<file path="src/hw/rtl/swm_pkg.sv">
`timescale 1ns / 1ps
`default_nettype none
// ----------------------------------------------------------------------------
// swm_pkg
// Shared types and constants of the sliding window median filter.
// ----------------------------------------------------------------------------
package swm_pkg;

  // configuration port
  localparam int CFG_DATA_W = 6;   // widest register (window_size)
  localparam int WSIZE_W    = 6;

  typedef enum logic [0:0] {
    REG_WINDOW_SIZE = 1'b0,
    REG_MEDIAN_MODE = 1'b1
  } cfg_reg_t;

  // broadcast control to every cell
  typedef struct packed {
    logic step;   // update cells this cycle
    logic ins;    // insert the sample (0: delete only)
    logic clr;    // restart: treat every cell as empty
  } cell_ctl_t;

endpackage

`default_nettype wire

</file>
<file path="src/hw/rtl/swm_cell.sv">
`timescale 1ns / 1ps
`default_nettype none
// ----------------------------------------------------------------------------
// swm_cell
// One slot of the sorted window: value, age, valid; shifts with its neighbors.
// ----------------------------------------------------------------------------
module swm_cell
  import swm_pkg::*;
#(
  parameter int SB = 16,
  parameter int AW = 5
) (
  input  wire logic                 clk,
  input  wire logic                 rst,
  input  wire cell_ctl_t            ctl,
  input  wire logic signed [SB-1:0] smp,
  input  wire logic [AW-1:0]        del_age,
  // left neighbor (lower index, smaller values)
  input  wire logic signed [SB-1:0] l_val,
  input  wire logic [AW-1:0]        l_age,
  input  wire logic                 l_vld,
  input  wire logic                 l_g,
  input  wire logic                 l_d,
  // right neighbor
  input  wire logic signed [SB-1:0] r_val,
  input  wire logic [AW-1:0]        r_age,
  input  wire logic                 r_vld,
  input  wire logic                 r_g,
  // own state toward neighbors
  output logic signed [SB-1:0]      o_val,
  output logic [AW-1:0]             o_age,
  output logic                      o_vld,
  output logic                      o_g,
  output logic                      o_d
);

  logic signed [SB-1:0] value, value_next;
  logic [AW-1:0]        age, age_next;
  logic                 valid, valid_next;

  logic vld_e, gt, del, d_here, rg_here, rg_left;
  logic [AW-1:0] inc;

  assign vld_e  = valid & ~ctl.clr;
  // g: this slot lies past the insertion point (empty or larger)
  assign gt     = ~vld_e | (value > smp);
  assign del    = vld_e & (age == del_age);
  // d: a deletion at this slot or to its left
  assign d_here = l_d | del;
  // g after the deletion has closed the gap
  assign rg_here = d_here ? r_g : gt;
  assign rg_left = l_d ? gt : l_g;
  assign inc     = ctl.ins ? AW'(1) : '0;

  always_comb begin
    value_next = value;
    age_next   = age;
    valid_next = valid;
    if (ctl.step) begin
      if (!ctl.ins || !rg_here) begin
        if (d_here) begin
          value_next = r_val;
          age_next   = r_age + inc;
          valid_next = r_vld;
        end else begin
          age_next   = age + inc;
          valid_next = vld_e;
        end
      end else if (!rg_left) begin
        value_next = smp;
        age_next   = '0;
        valid_next = 1'b1;
      end else if (l_d) begin
        age_next   = age + 1'b1;
        valid_next = vld_e;
      end else begin
        value_next = l_val;
        age_next   = l_age + 1'b1;
        valid_next = l_vld;
      end
    end
  end

  always_ff @(posedge clk) begin
    value <= value_next;
    age   <= age_next;
    if (rst) begin
      valid <= 1'b0;
    end else begin
      valid <= valid_next;
    end
  end

  assign o_val = value;
  assign o_age = age;
  assign o_vld = vld_e;
  assign o_g   = gt;
  assign o_d   = d_here;

endmodule

`default_nettype wire

</file>
<file path="src/hw/rtl/swm_median.sv">
`timescale 1ns / 1ps
`default_nettype none
// ----------------------------------------------------------------------------
// swm_median
// Picks the middle cell(s) of the sorted row and forms twice the median.
// ----------------------------------------------------------------------------
module swm_median #(
  parameter int WM = 32,
  parameter int SB = 16,
  parameter int AW = 5,
  parameter int WW = 6
) (
  input  wire logic                 clk,
  input  wire logic [WW-1:0]        w_eff,
  input  wire logic                 mode,
  input  wire logic signed [SB-1:0] vals [WM],
  input  wire logic                 load,
  output logic signed [SB:0]        med
);

  logic [WM-1:0] tap_lo, tap_hi;
  logic [AW-1:0] lo_idx, hi_idx;
  logic [SB-1:0] a, b;

  // taps follow the window size and median mode registers
  always_comb begin
    lo_idx = AW'((w_eff - 1'b1) >> 1);
    hi_idx = AW'(w_eff >> 1);
    if (mode && !w_eff[0]) begin
      hi_idx = lo_idx;
    end
  end

  always_ff @(posedge clk) begin
    for (int i = 0; i < WM; i++) begin
      tap_lo[i] <= (lo_idx == AW'(i));
      tap_hi[i] <= (hi_idx == AW'(i));
    end
  end

  always_comb begin
    a = '0;
    b = '0;
    for (int i = 0; i < WM; i++) begin
      a = a | (vals[i] & {SB{tap_lo[i]}});
      b = b | (vals[i] & {SB{tap_hi[i]}});
    end
  end

  always_ff @(posedge clk) begin
    if (load) begin
      med <= $signed({a[SB-1], a}) + $signed({b[SB-1], b});
    end
  end

endmodule

`default_nettype wire

</file>
<file path="src/hw/rtl/sliding_window_median.sv">
`timescale 1ns / 1ps
`default_nettype none
// ----------------------------------------------------------------------------
// sliding_window_median
// Running median over the last window_size samples, kept in a sorted cell row.
// ----------------------------------------------------------------------------
// The block keeps the window in a row of WINDOW_MAX cells sorted by value.
// Each accepted sample is inserted at its sorted place in the same cycle as
// the oldest sample leaves, every cell taking its next content from itself,
// a neighbor or the new sample. One sample is taken per clock unless the row
// is shrinking or held for a full output register; the median of the updated
// row is then read into the output register once it is free. Results start
// once window_size samples have arrived since reset or a restart (tuser high
// on the sample). Output is twice the median (one fraction bit): for an even
// window the sum of both middles, or twice the lower middle when median_mode
// is 1. A window_size of 0 acts as 1, sizes above WINDOW_MAX saturate.
// Shrinking the window drops the excess oldest samples one per cycle, unless
// held for a full output register, before the next sample is taken; growing
// it withholds results until the window has filled again.
// ----------------------------------------------------------------------------
module sliding_window_median
  import swm_pkg::*;
#(
  parameter  int WINDOW_MAX  = 32,
  parameter  int SAMPLE_BITS = 16,
  localparam int IN_W  = ((SAMPLE_BITS + 7) / 8) * 8,
  localparam int OUT_W = ((SAMPLE_BITS + 8) / 8) * 8
) (
  input  wire logic                  clk,
  input  wire logic                  rst,
  // configuration writes
  input  wire logic                  cfg_we,
  input  wire logic                  cfg_index,
  input  wire logic [CFG_DATA_W-1:0] cfg_data,
  // sample stream
  input  wire logic                  s_tvalid,
  output logic                       s_tready,
  input  wire logic [IN_W-1:0]       s_tdata,   // [SAMPLE_BITS-1:0] sample
  input  wire logic                  s_tuser,   // restart
  // result stream
  output logic                       m_tvalid,
  input  wire logic                  m_tready,
  output logic [OUT_W-1:0]           m_tdata    // [SAMPLE_BITS:0] median_twice
);

  localparam int SB = SAMPLE_BITS;
  localparam int WM = WINDOW_MAX;
  localparam int AW = (WM > 1) ? $clog2(WM) : 1;
  localparam int WW = $clog2(WM + 1);

  // registers
  logic [WSIZE_W-1:0] wsz;
  logic               mode;
  logic [WW-1:0]      fill, fill_next;
  logic               pend, pend_next;
  logic               ov, ov_next;

  logic [WW-1:0]        w_eff;
  logic                 shrink, stuck, pend_adv, in_xfer, item_res;
  logic [AW-1:0]        del_age;
  cell_ctl_t            ctl;
  logic signed [SB-1:0] smp;
  logic signed [SB:0]   med;

  // cell row taps
  logic signed [SB-1:0] c_val [WM];
  logic [AW-1:0]        c_age [WM];
  logic [WM-1:0]        c_vld, c_g, c_d;

  assign smp = s_tdata[SB-1:0];

  // configuration
  always_ff @(posedge clk) begin
    if (rst) begin
      wsz  <= WSIZE_W'(3);
      mode <= 1'b0;
    end else if (cfg_we) begin
      unique case (cfg_reg_t'(cfg_index))
        REG_WINDOW_SIZE: wsz  <= cfg_data[WSIZE_W-1:0];
        REG_MEDIAN_MODE: mode <= cfg_data[0];
        default: ;
      endcase
    end
  end

  always_comb begin
    if (wsz == '0) begin
      w_eff = WW'(1);
    end else if (32'(wsz) > WM) begin
      w_eff = WW'(WM);
    end else begin
      w_eff = WW'(wsz);
    end
  end

  // handshake: the median stage reads the row once the transfer's pending
  // result advances, so the row holds while a full output register blocks it
  assign shrink   = fill > w_eff;
  assign stuck    = pend & ov & ~m_tready;
  assign pend_adv = pend & (~ov | m_tready);
  assign s_tready = ~shrink & ~stuck;
  assign in_xfer  = s_tvalid & s_tready;

  always_comb begin
    ctl.step  = in_xfer | (shrink & ~stuck);
    ctl.ins   = in_xfer;
    ctl.clr   = in_xfer & s_tuser;
    // insert: oldest leaves when it reaches the window; shrink: drop oldest
    del_age   = shrink ? AW'(fill - 1'b1) : AW'(w_eff - 1'b1);
    fill_next = fill;
    item_res  = 1'b0;
    if (in_xfer) begin
      if (s_tuser) begin
        fill_next = WW'(1);
      end else if (fill != w_eff) begin
        fill_next = fill + 1'b1;
      end
      item_res = (fill_next == w_eff);
    end else if (shrink && !stuck) begin
      fill_next = fill - 1'b1;
    end
    pend_next = item_res | (pend & ~pend_adv);
    ov_next   = pend_adv | (ov & ~m_tready);
  end

  always_ff @(posedge clk) begin
    if (rst) begin
      fill <= '0;
      pend <= 1'b0;
      ov   <= 1'b0;
    end else begin
      fill <= fill_next;
      pend <= pend_next;
      ov   <= ov_next;
    end
  end

  // sorted cell row, smallest at index 0
  for (genvar i = 0; i < WM; i++) begin : g_cell
    logic signed [SB-1:0] lv, rv;
    logic [AW-1:0]        la, ra;
    logic                 lvl, rvl, lg, rg, ld;

    if (i == 0) begin : g_first
      assign lv  = '0;
      assign la  = '0;
      assign lvl = 1'b0;
      assign lg  = 1'b0;
      assign ld  = 1'b0;
    end else begin : g_mid_l
      assign lv  = c_val[i-1];
      assign la  = c_age[i-1];
      assign lvl = c_vld[i-1];
      assign lg  = c_g[i-1];
      assign ld  = c_d[i-1];
    end

    if (i == WM - 1) begin : g_last
      assign rv  = '0;
      assign ra  = '0;
      assign rvl = 1'b0;
      assign rg  = 1'b1;
    end else begin : g_mid_r
      assign rv  = c_val[i+1];
      assign ra  = c_age[i+1];
      assign rvl = c_vld[i+1];
      assign rg  = c_g[i+1];
    end

    swm_cell #(
      .SB (SB),
      .AW (AW)
    ) u_cell (
      .clk     (clk),
      .rst     (rst),
      .ctl     (ctl),
      .smp     (smp),
      .del_age (del_age),
      .l_val   (lv),
      .l_age   (la),
      .l_vld   (lvl),
      .l_g     (lg),
      .l_d     (ld),
      .r_val   (rv),
      .r_age   (ra),
      .r_vld   (rvl),
      .r_g     (rg),
      .o_val   (c_val[i]),
      .o_age   (c_age[i]),
      .o_vld   (c_vld[i]),
      .o_g     (c_g[i]),
      .o_d     (c_d[i])
    );
  end

  // median pick and output register
  swm_median #(
    .WM (WM),
    .SB (SB),
    .AW (AW),
    .WW (WW)
  ) u_median (
    .clk   (clk),
    .w_eff (w_eff),
    .mode  (mode),
    .vals  (c_val),
    .load  (pend_adv),
    .med   (med)
  );

  assign m_tvalid = ov;
  assign m_tdata  = OUT_W'($unsigned(med));

endmodule

`default_nettype wire
</file>
<file path="config.mk">
export PLATFORM = sky130hd
export DESIGN_NAME = sliding_window_median
export DESIGN_NICKNAME = d
export VERILOG_FILES = /design/src/hw/rtl/swm_pkg.sv /design/src/hw/rtl/swm_cell.sv /design/src/hw/rtl/swm_median.sv /design/src/hw/rtl/sliding_window_median.sv
export SDC_FILE = /design/constraint.sdc
export NUM_CORES = 2
export LEC_CHECK = 0
export BUFFER_PORTS_ARGS = -buffer_cell sky130_fd_sc_hd__buf_4
export CORE_AREA = 2 2 539 381
export CTS_CLUSTER_SIZE = 20
export DETAILED_ROUTE_END_ITERATION = 12
export DIE_AREA = 0 0 541 383
export PLACE_DENSITY = 0.59
export RECOVER_POWER = 100
export SYNTH_ARGS = -nofsm -noshare
export SYNTH_HDL_FRONTEND = slang
export SYNTH_SLANG_ARGS = --single-unit
</file>
<file path="constraint.sdc">
create_clock -name clk -period 28.4 [get_ports clk]
set_input_delay 1.42 -clock clk [delete_from_list [all_inputs] [get_ports clk]]
set_output_delay 1.42 -clock clk [all_outputs]
set_load 0.005 [all_outputs]
</file>
======== Word-level counts from Yosys, hierarchy flattened ========
Index checks and enable logic that the tools add are counted.
cells by class
  add/sub/neg operators ................... 68
  $lt $le $gt $ge ......................... 34
  equal/unequal tests ..................... 97
  mux-type cells .......................... 358
  bitwise operators ....................... 305
  reductions and logical operators ........ 76
operators by type and width
  kind                                               number
  two-way mux 16 bit                                 95
  bitwise AND 16 bit                                 64
  bitwise OR 16 bit                                  62
  two-way mux 5 bit                                  127
  > comparator 16 bit                                32
  adder 5 x 1 -> 5 bit (second input constant)       32
  == test 5 bit                                      32
  == test 5 bit (second input constant)              32
  two-way mux 1 bit                                  129
  adder 5 bit                                        22
  == test 5 x 4 -> 1 bit (second input constant)     16
  bitwise AND 1 bit                                  73
  bitwise OR 1 bit                                   67
  adder 5 x 1 -> 5 bit                               10
  two-way mux 6 bit                                  7
  == test 5 x 3 -> 1 bit (second input constant)     8
  NOT 1 bit                                          39
  zero test 1 bit                                    35
  logical OR 1 bit                                   32
  == test 5 x 2 -> 1 bit (second input constant)     4
  adder 16 x 16 -> 17 bit                            1
  subtractor 6 x 1 -> 6 bit (second input constant)  2
  == test 5 x 1 -> 1 bit (second input constant)     2
  zero test 5 bit                                    2
  10 further kinds                                   13
word-level totals
  register bits after elaboration ......... 800
  bits of input ports ..................... 29
  logic and storage cells ................. 1042

======== Longest topological paths before layout ========
  word-level depth ........................ 47
  gate-level depth with buffers ........... 27
  depth with buffers taken out ............ 20

======== Cells and area by module ========
From an unflattened synthesis, not the netlist that was laid out.
second synthesis, totals
  cell total of the unflattened synthesis .. 7602
  area, all modules ....................... 81019.0 µm²
modules (own cells, without submodules)
  module                           times used  cells each  area an instance (µm²)  sequential area each (µm²)
  swm_cell (g_cell[0].u_cell ...)  31          197         2229.6                  650.6
  swm_median                       1           1109        8585.7                  1791.7
  swm_cell (g_cell[9].u_cell)      1           206         1923.1                  650.6
  sliding_window_median            1           180         1391.3                  300.3

======== Worst setup path after synthesis ========
OpenSTA, ideal clock, no wires.
  path type ............................... register to register
  from .................................... reg wsz[3]
  to ...................................... reg g_cell[19].u_cell.valid
  library setup time ...................... 964 ps
  arrival ................................. 21093 ps
  path slack .............................. 6344 ps
  stages on the path, launching flop included .. 17
  clock period less this slack ............ 22056 ps
  cells stage by stage .................... dfxtp_1 buf_2 nor4_1 o21ai_0 inv_1 ha_1 and3_1 buf_6 a31oi_4 buf_2 buf_2 nor2_1 or2_2 clkbuf_1 inv_2 clkbuf_1 a211oi_1
RTL lines
  item                    RTL line                     source
  from (decl)             sliding_window_median.sv:52  logic [WSIZE_W-1:0] wsz;
  from (signal assigned)  sliding_window_median.sv:79  REG_WINDOW_SIZE: wsz <= cfg_data[WSIZE_W-1:0];
  to (signal assigned)    swm_cell.sv:90               valid <= valid_next;
  to (decl)               swm_cell.sv:39               logic valid, valid_next;

======== Worst setup path after layout ========
  from .................................... reg wsz[3]
  to ...................................... reg g_cell[12].u_cell.valid
on the way
  cells in the longest elaborated chain, start to end .. 27
  elaborated cells between the ends (all ways) .. 81
  classes of those cells .................. add/sub (1); order compare (2); eq/ne (13); mux (9); bitwise (52); reduce/logical (4)
ends and longest elaborated chain
  item                             RTL line                      source
  > comparator 6 bit               sliding_window_median.sv:89   end else if (32'(wsz) > WM) begin
  two-way mux 6 bit                sliding_window_median.sv:89
  two-way mux 6 bit (*)            sliding_window_median.sv:87   if (wsz == '0) begin
  > comparator 6 bit               sliding_window_median.sv:98   assign shrink = fill > w_eff;
  NOT 1 bit                        sliding_window_median.sv:101  assign s_tready = ~shrink & ~stuck;
  bitwise AND 1 bit                sliding_window_median.sv:101
  bitwise AND 1 bit                sliding_window_median.sv:102  assign in_xfer = s_tvalid & s_tready;
  bitwise AND 1 bit                sliding_window_median.sv:107  ctl.clr = in_xfer & s_tuser;
  NOT 1 bit                        swm_cell.sv:44                assign vld_e = valid & ~ctl.clr;
  bitwise AND 1 bit                swm_cell.sv:44
  bitwise AND 1 bit                swm_cell.sv:47                assign del = vld_e & (age == del_age);
  bitwise OR 1 bit (12 in series)  swm_cell.sv:49                assign d_here = l_d | del;
  two-way mux 1 bit                swm_cell.sv:51                assign rg_here = d_here ? r_g : gt;
  zero test 1 bit                  n/a
  logical OR 1 bit                 swm_cell.sv:60                if (!ctl.ins || !rg_here) begin
  two-way mux 1 bit                swm_cell.sv:60
  to (signal assigned)             swm_cell.sv:90
  to (decl)                        swm_cell.sv:39
Every way passes the cells marked *; elsewhere a longest branch is shown, timed or not.
A chain may end at the register's enable or synchronous reset.

==> run_results.csv <==
group,metric,value,unit
status,outcome,"finished with violations",
status,violations,"capacitance limit, slew limit",
logic_synthesis,syn_area,0.07235,mm2
logic_synthesis,synth_ff_type,"edfxtp_1",
floorplan,die-area,0.2072,mm2
setup_path,crit_path_max_fanout,85,
cts,clkLatencyLatePin,770,ps
cts,htreeDepth,3,
finish,layout_commonest_cell,"edfxtp_1",
timing,final-max-slew-violation-count,1723,
routing,drc,0,
setup_path,cpPeakStageDelay,3110,ps
timing,rsz0062_at_grt,"no",
timing,finalSetupTns,0,ps
global_routing,grt_pass1_vias,64120,
timing,period_share,0.6445,
floorplan,num_rows,139,
cts,postCtsHoldBufs,0,
global_routing,antenna_found_initial,86,
cts,cts_setup_buffers,0,
timing,finalSetupViolations,0,
timing,fin_ws,10100,ps
setup_path,cp-end-kind,"flip-flop",
logic_synthesis,synth.avg_cell_area,9.413,um2
global_routing,grt_first_pass_wirelength,613.6,mm
setup_path,crit_slowest_cell,"clkinvlp_2",
finish,final_cell_mix,"edfxtp_1, ha_1, nor2_1",
logic_synthesis,yosys_warnings,0,
floorplan,dieHeight,383,um
floorplan,coreArea,0.2028,mm2
routing,first_pass_iters,9,
place,portBuffers,47,
timing,max_freq,54.64,MHz
setup_path,crit_arrival,18960,ps
finish,final_nets,8170,
setup_path,required,29060,ps
cts,cts_tree,"done",
setup_path,crit_buf_inv,8,
timing,fin_skew,30.26,ps
routing,via_per_inst,6.999,
floorplan,start_util,0.3568,
global_routing,track_usage,0.4400,
timing,tightestPinTransition,4134,ps
cts,cts_buffers,98,
finish,drive_gt1_frac,0.1364,
routing,drt-total-wl,472.7,mm
place,place_ws,19370,ps
place,dp_hpwl,356.1,mm
finish,final_area,0.07866,mm2
routing,wl_per_cell,45.78,um
logic_synthesis,ys_seq_area_frac,0.3167,
cts,clockBufferDepth,3,
place,gp_congestion,1.124,
global_routing,grt_max_degree,86,
timing,slew_headroom,-1.756,
setup_path,crit_path_start_kind,"flip-flop",
logic_synthesis,async_flop_share,0,
setup_path,crit_type,"reg2reg",
place,post_dp_cell_area,0.07577,mm2
routing,postRouteAntennaNets,0,
job,cap_viol_max_count,51,
logic_synthesis,synth_edf_count,689,
cts,cts_sinks,800,
cts,cts_root_buf,"clkbuf_16",
global_routing,grt.overflow.total,0,
floorplan,die_w,541,um
hold_path,worst_hold_path_type,"reg2reg",
finish,syn_to_final_growth,8.723,%
cts,cts_resized,0,
setup_path,critical_path.cell_chain,"nor4_1 -> o21ai_0 -> inv_1 -> ha_1 -> and3_1 -> a31oi_1 -> clkbuf_1 -> nor2_1 -> or2_2 -> clkbuf_1 -> clkinvlp_2 -> clkbuf_1 -> clkbuf_1 -> clkbuf_1 -> buf_4 -> nor2_1 -> a211oi_1",
timing,final-hold-violation-count,0,
logic_synthesis,synthCells,7686,
routing,drt_iter0_drc,12780,
setup_path,path_delay_family,"buffers and inverters",
logic_synthesis,synth_cell_types,114,
logic_synthesis,ys_ff_latch,800,
timing,period_needed,18300,ps
setup_path,crit_path_frequent_cell,"clkbuf_1",
cts,clk_pin_slew,60,ps
floorplan,io_pins,55,
routing,vias,72270,
[state kept, by name, summed over array words and instances, names as in the netlist]
| signal | count |
|---|---|
| wsz | 6 |
| m_tvalid | 1 |
| g_cell.u_cell.valid | 32 |
| g_cell.u_cell.o_age | 160 |
| g_cell.u_cell.o_val | 512 |
| u_median.med | 17 |
| u_median.tap_hi | 32 |
| fill | 6 |
| u_median.tap_lo | 32 |
| mode | 1 |
| pend | 1 |
[cell usage after synthesis (24+ instances only)]
| cell | n | area, um2 |
|---|---|---|
| buf_1 | 45 | 168.9 |
| buf_2 | 128 | 640.6 |
| o21a_1 | 138 | 1036 |
| xnor2_1 | 151 | 1323 |
| and4_1 | 24 | 210.2 |
| or3_1 | 31 | 193.9 |
| nand3_1 | 264 | 1321 |
| ha_1 | 633 | 7920 |
| mux2_2 | 489 | 5507 |
| nand2b_1 | 62 | 387.9 |
| nor3_1 | 80 | 400.4 |
| and2_1 | 34 | 212.7 |
| a21o_1 | 83 | 623.1 |
| a311oi_1 | 25 | 219.0 |
| mux2i_1 | 579 | 5796 |
| a22oi_1 | 394 | 2958 |
| or4_1 | 39 | 292.8 |
| o221ai_1 | 37 | 324.1 |
| nor2_1 | 629 | 2361 |
| a221oi_1 | 68 | 595.6 |
| edfxtp_1 | 689 | 20690 |
| nand4_1 | 187 | 1170 |
| buf_4 | 44 | 330.3 |
| dfxtp_1 | 111 | 2222 |
| o21ai_0 | 346 | 1732 |
| o32ai_1 | 33 | 289.0 |
| a21oi_1 | 592 | 2963 |
| inv_1 | 108 | 405.4 |
| o211ai_1 | 37 | 277.8 |
| xor2_1 | 206 | 1804 |
| clkbuf_1 | 396 | 1486 |
| a22o_1 | 61 | 534.3 |
| o22ai_1 | 64 | 400.4 |
| nor2b_1 | 87 | 544.3 |
| a211oi_1 | 59 | 442.9 |
| nand2_1 | 417 | 1565 |
| o31ai_1 | 36 | 270.3 |
[cell type report]
cell class	instances	area, um2
fillers	20230	124100
flip-flops and latches	800	22990
diodes	57	142.6
inverters	113	427.9
repair buffers	315	2191
clock buffers	132	2733
clock inverters	51	483.0
multi-input cells	6179	46340
well taps	2679	3352
[through the flow]
step / std cells / hold WS, ps / util
after floorplan: 7723 / 427.3 / -
after global placement: 10090 / 474.4 / 0.3736
after detailed placement: 10090 / 485.7 / 0.3736
after CTS: 10270 / 494.4 / 0.3895
after global routing: 10280 / 515.0 / 0.3873
final: 10330 / 486.1 / 0.3879
[cells by family after synthesis]
| family | Yosys count | share of synthesized area |
|---|---|---|
| buf+inv | 744 | 0.04497 |
| xor+xnor | 358 | 0.04360 |
| compound gates | 2128 | 0.1956 |
| other cells | 1 | 0.00005183 |
| simple gates | 1937 | 0.1293 |
| mux | 1084 | 0.1600 |
| flops | 800 | 0.3167 |
| fa+ha+maj | 634 | 0.1098 |
[path summary, 6_finish.rpt]
path / start / to / slack [ps] / cells past startpoint
worst max register to register: wsz[3] / g_cell[12].u_cell.valid / 10100 / 17
worst max-delay path: wsz[3] / g_cell[12].u_cell.valid / 10100 / 17
worst min register to register: mode / mode / 490 / 2
worst min-delay path: mode / mode / 490 / 2
[routing by layer]
metal  global-route usage  vias up  share of wire
li1                     -    29100              -
met1               0.6163    36010           0.42
met2               0.5482     6107           0.36
met3               0.2298     1006           0.17
met4               0.1785       54          0.050
met5             0.007421        -         0.0018
[worst register-to-register path: stages, from the launching register on]
cell and delay (ps):
dfxtp_1 500, nor4_1 90, o21ai_0 370, inv_1 210, ha_1 350, and3_1 270
a31oi_1 280, clkbuf_1 1390, nor2_1 40, or2_2 330, clkbuf_1 960, clkinvlp_2 3120
clkbuf_1 2500, clkbuf_1 2950, clkbuf_1 3160, buf_4 1240, nor2_1 190, a211oi_1 260
Power is left out: the tool's default activity adds up to more than one toggle a clock period on the data nets, which glitch-free logic cannot reach.
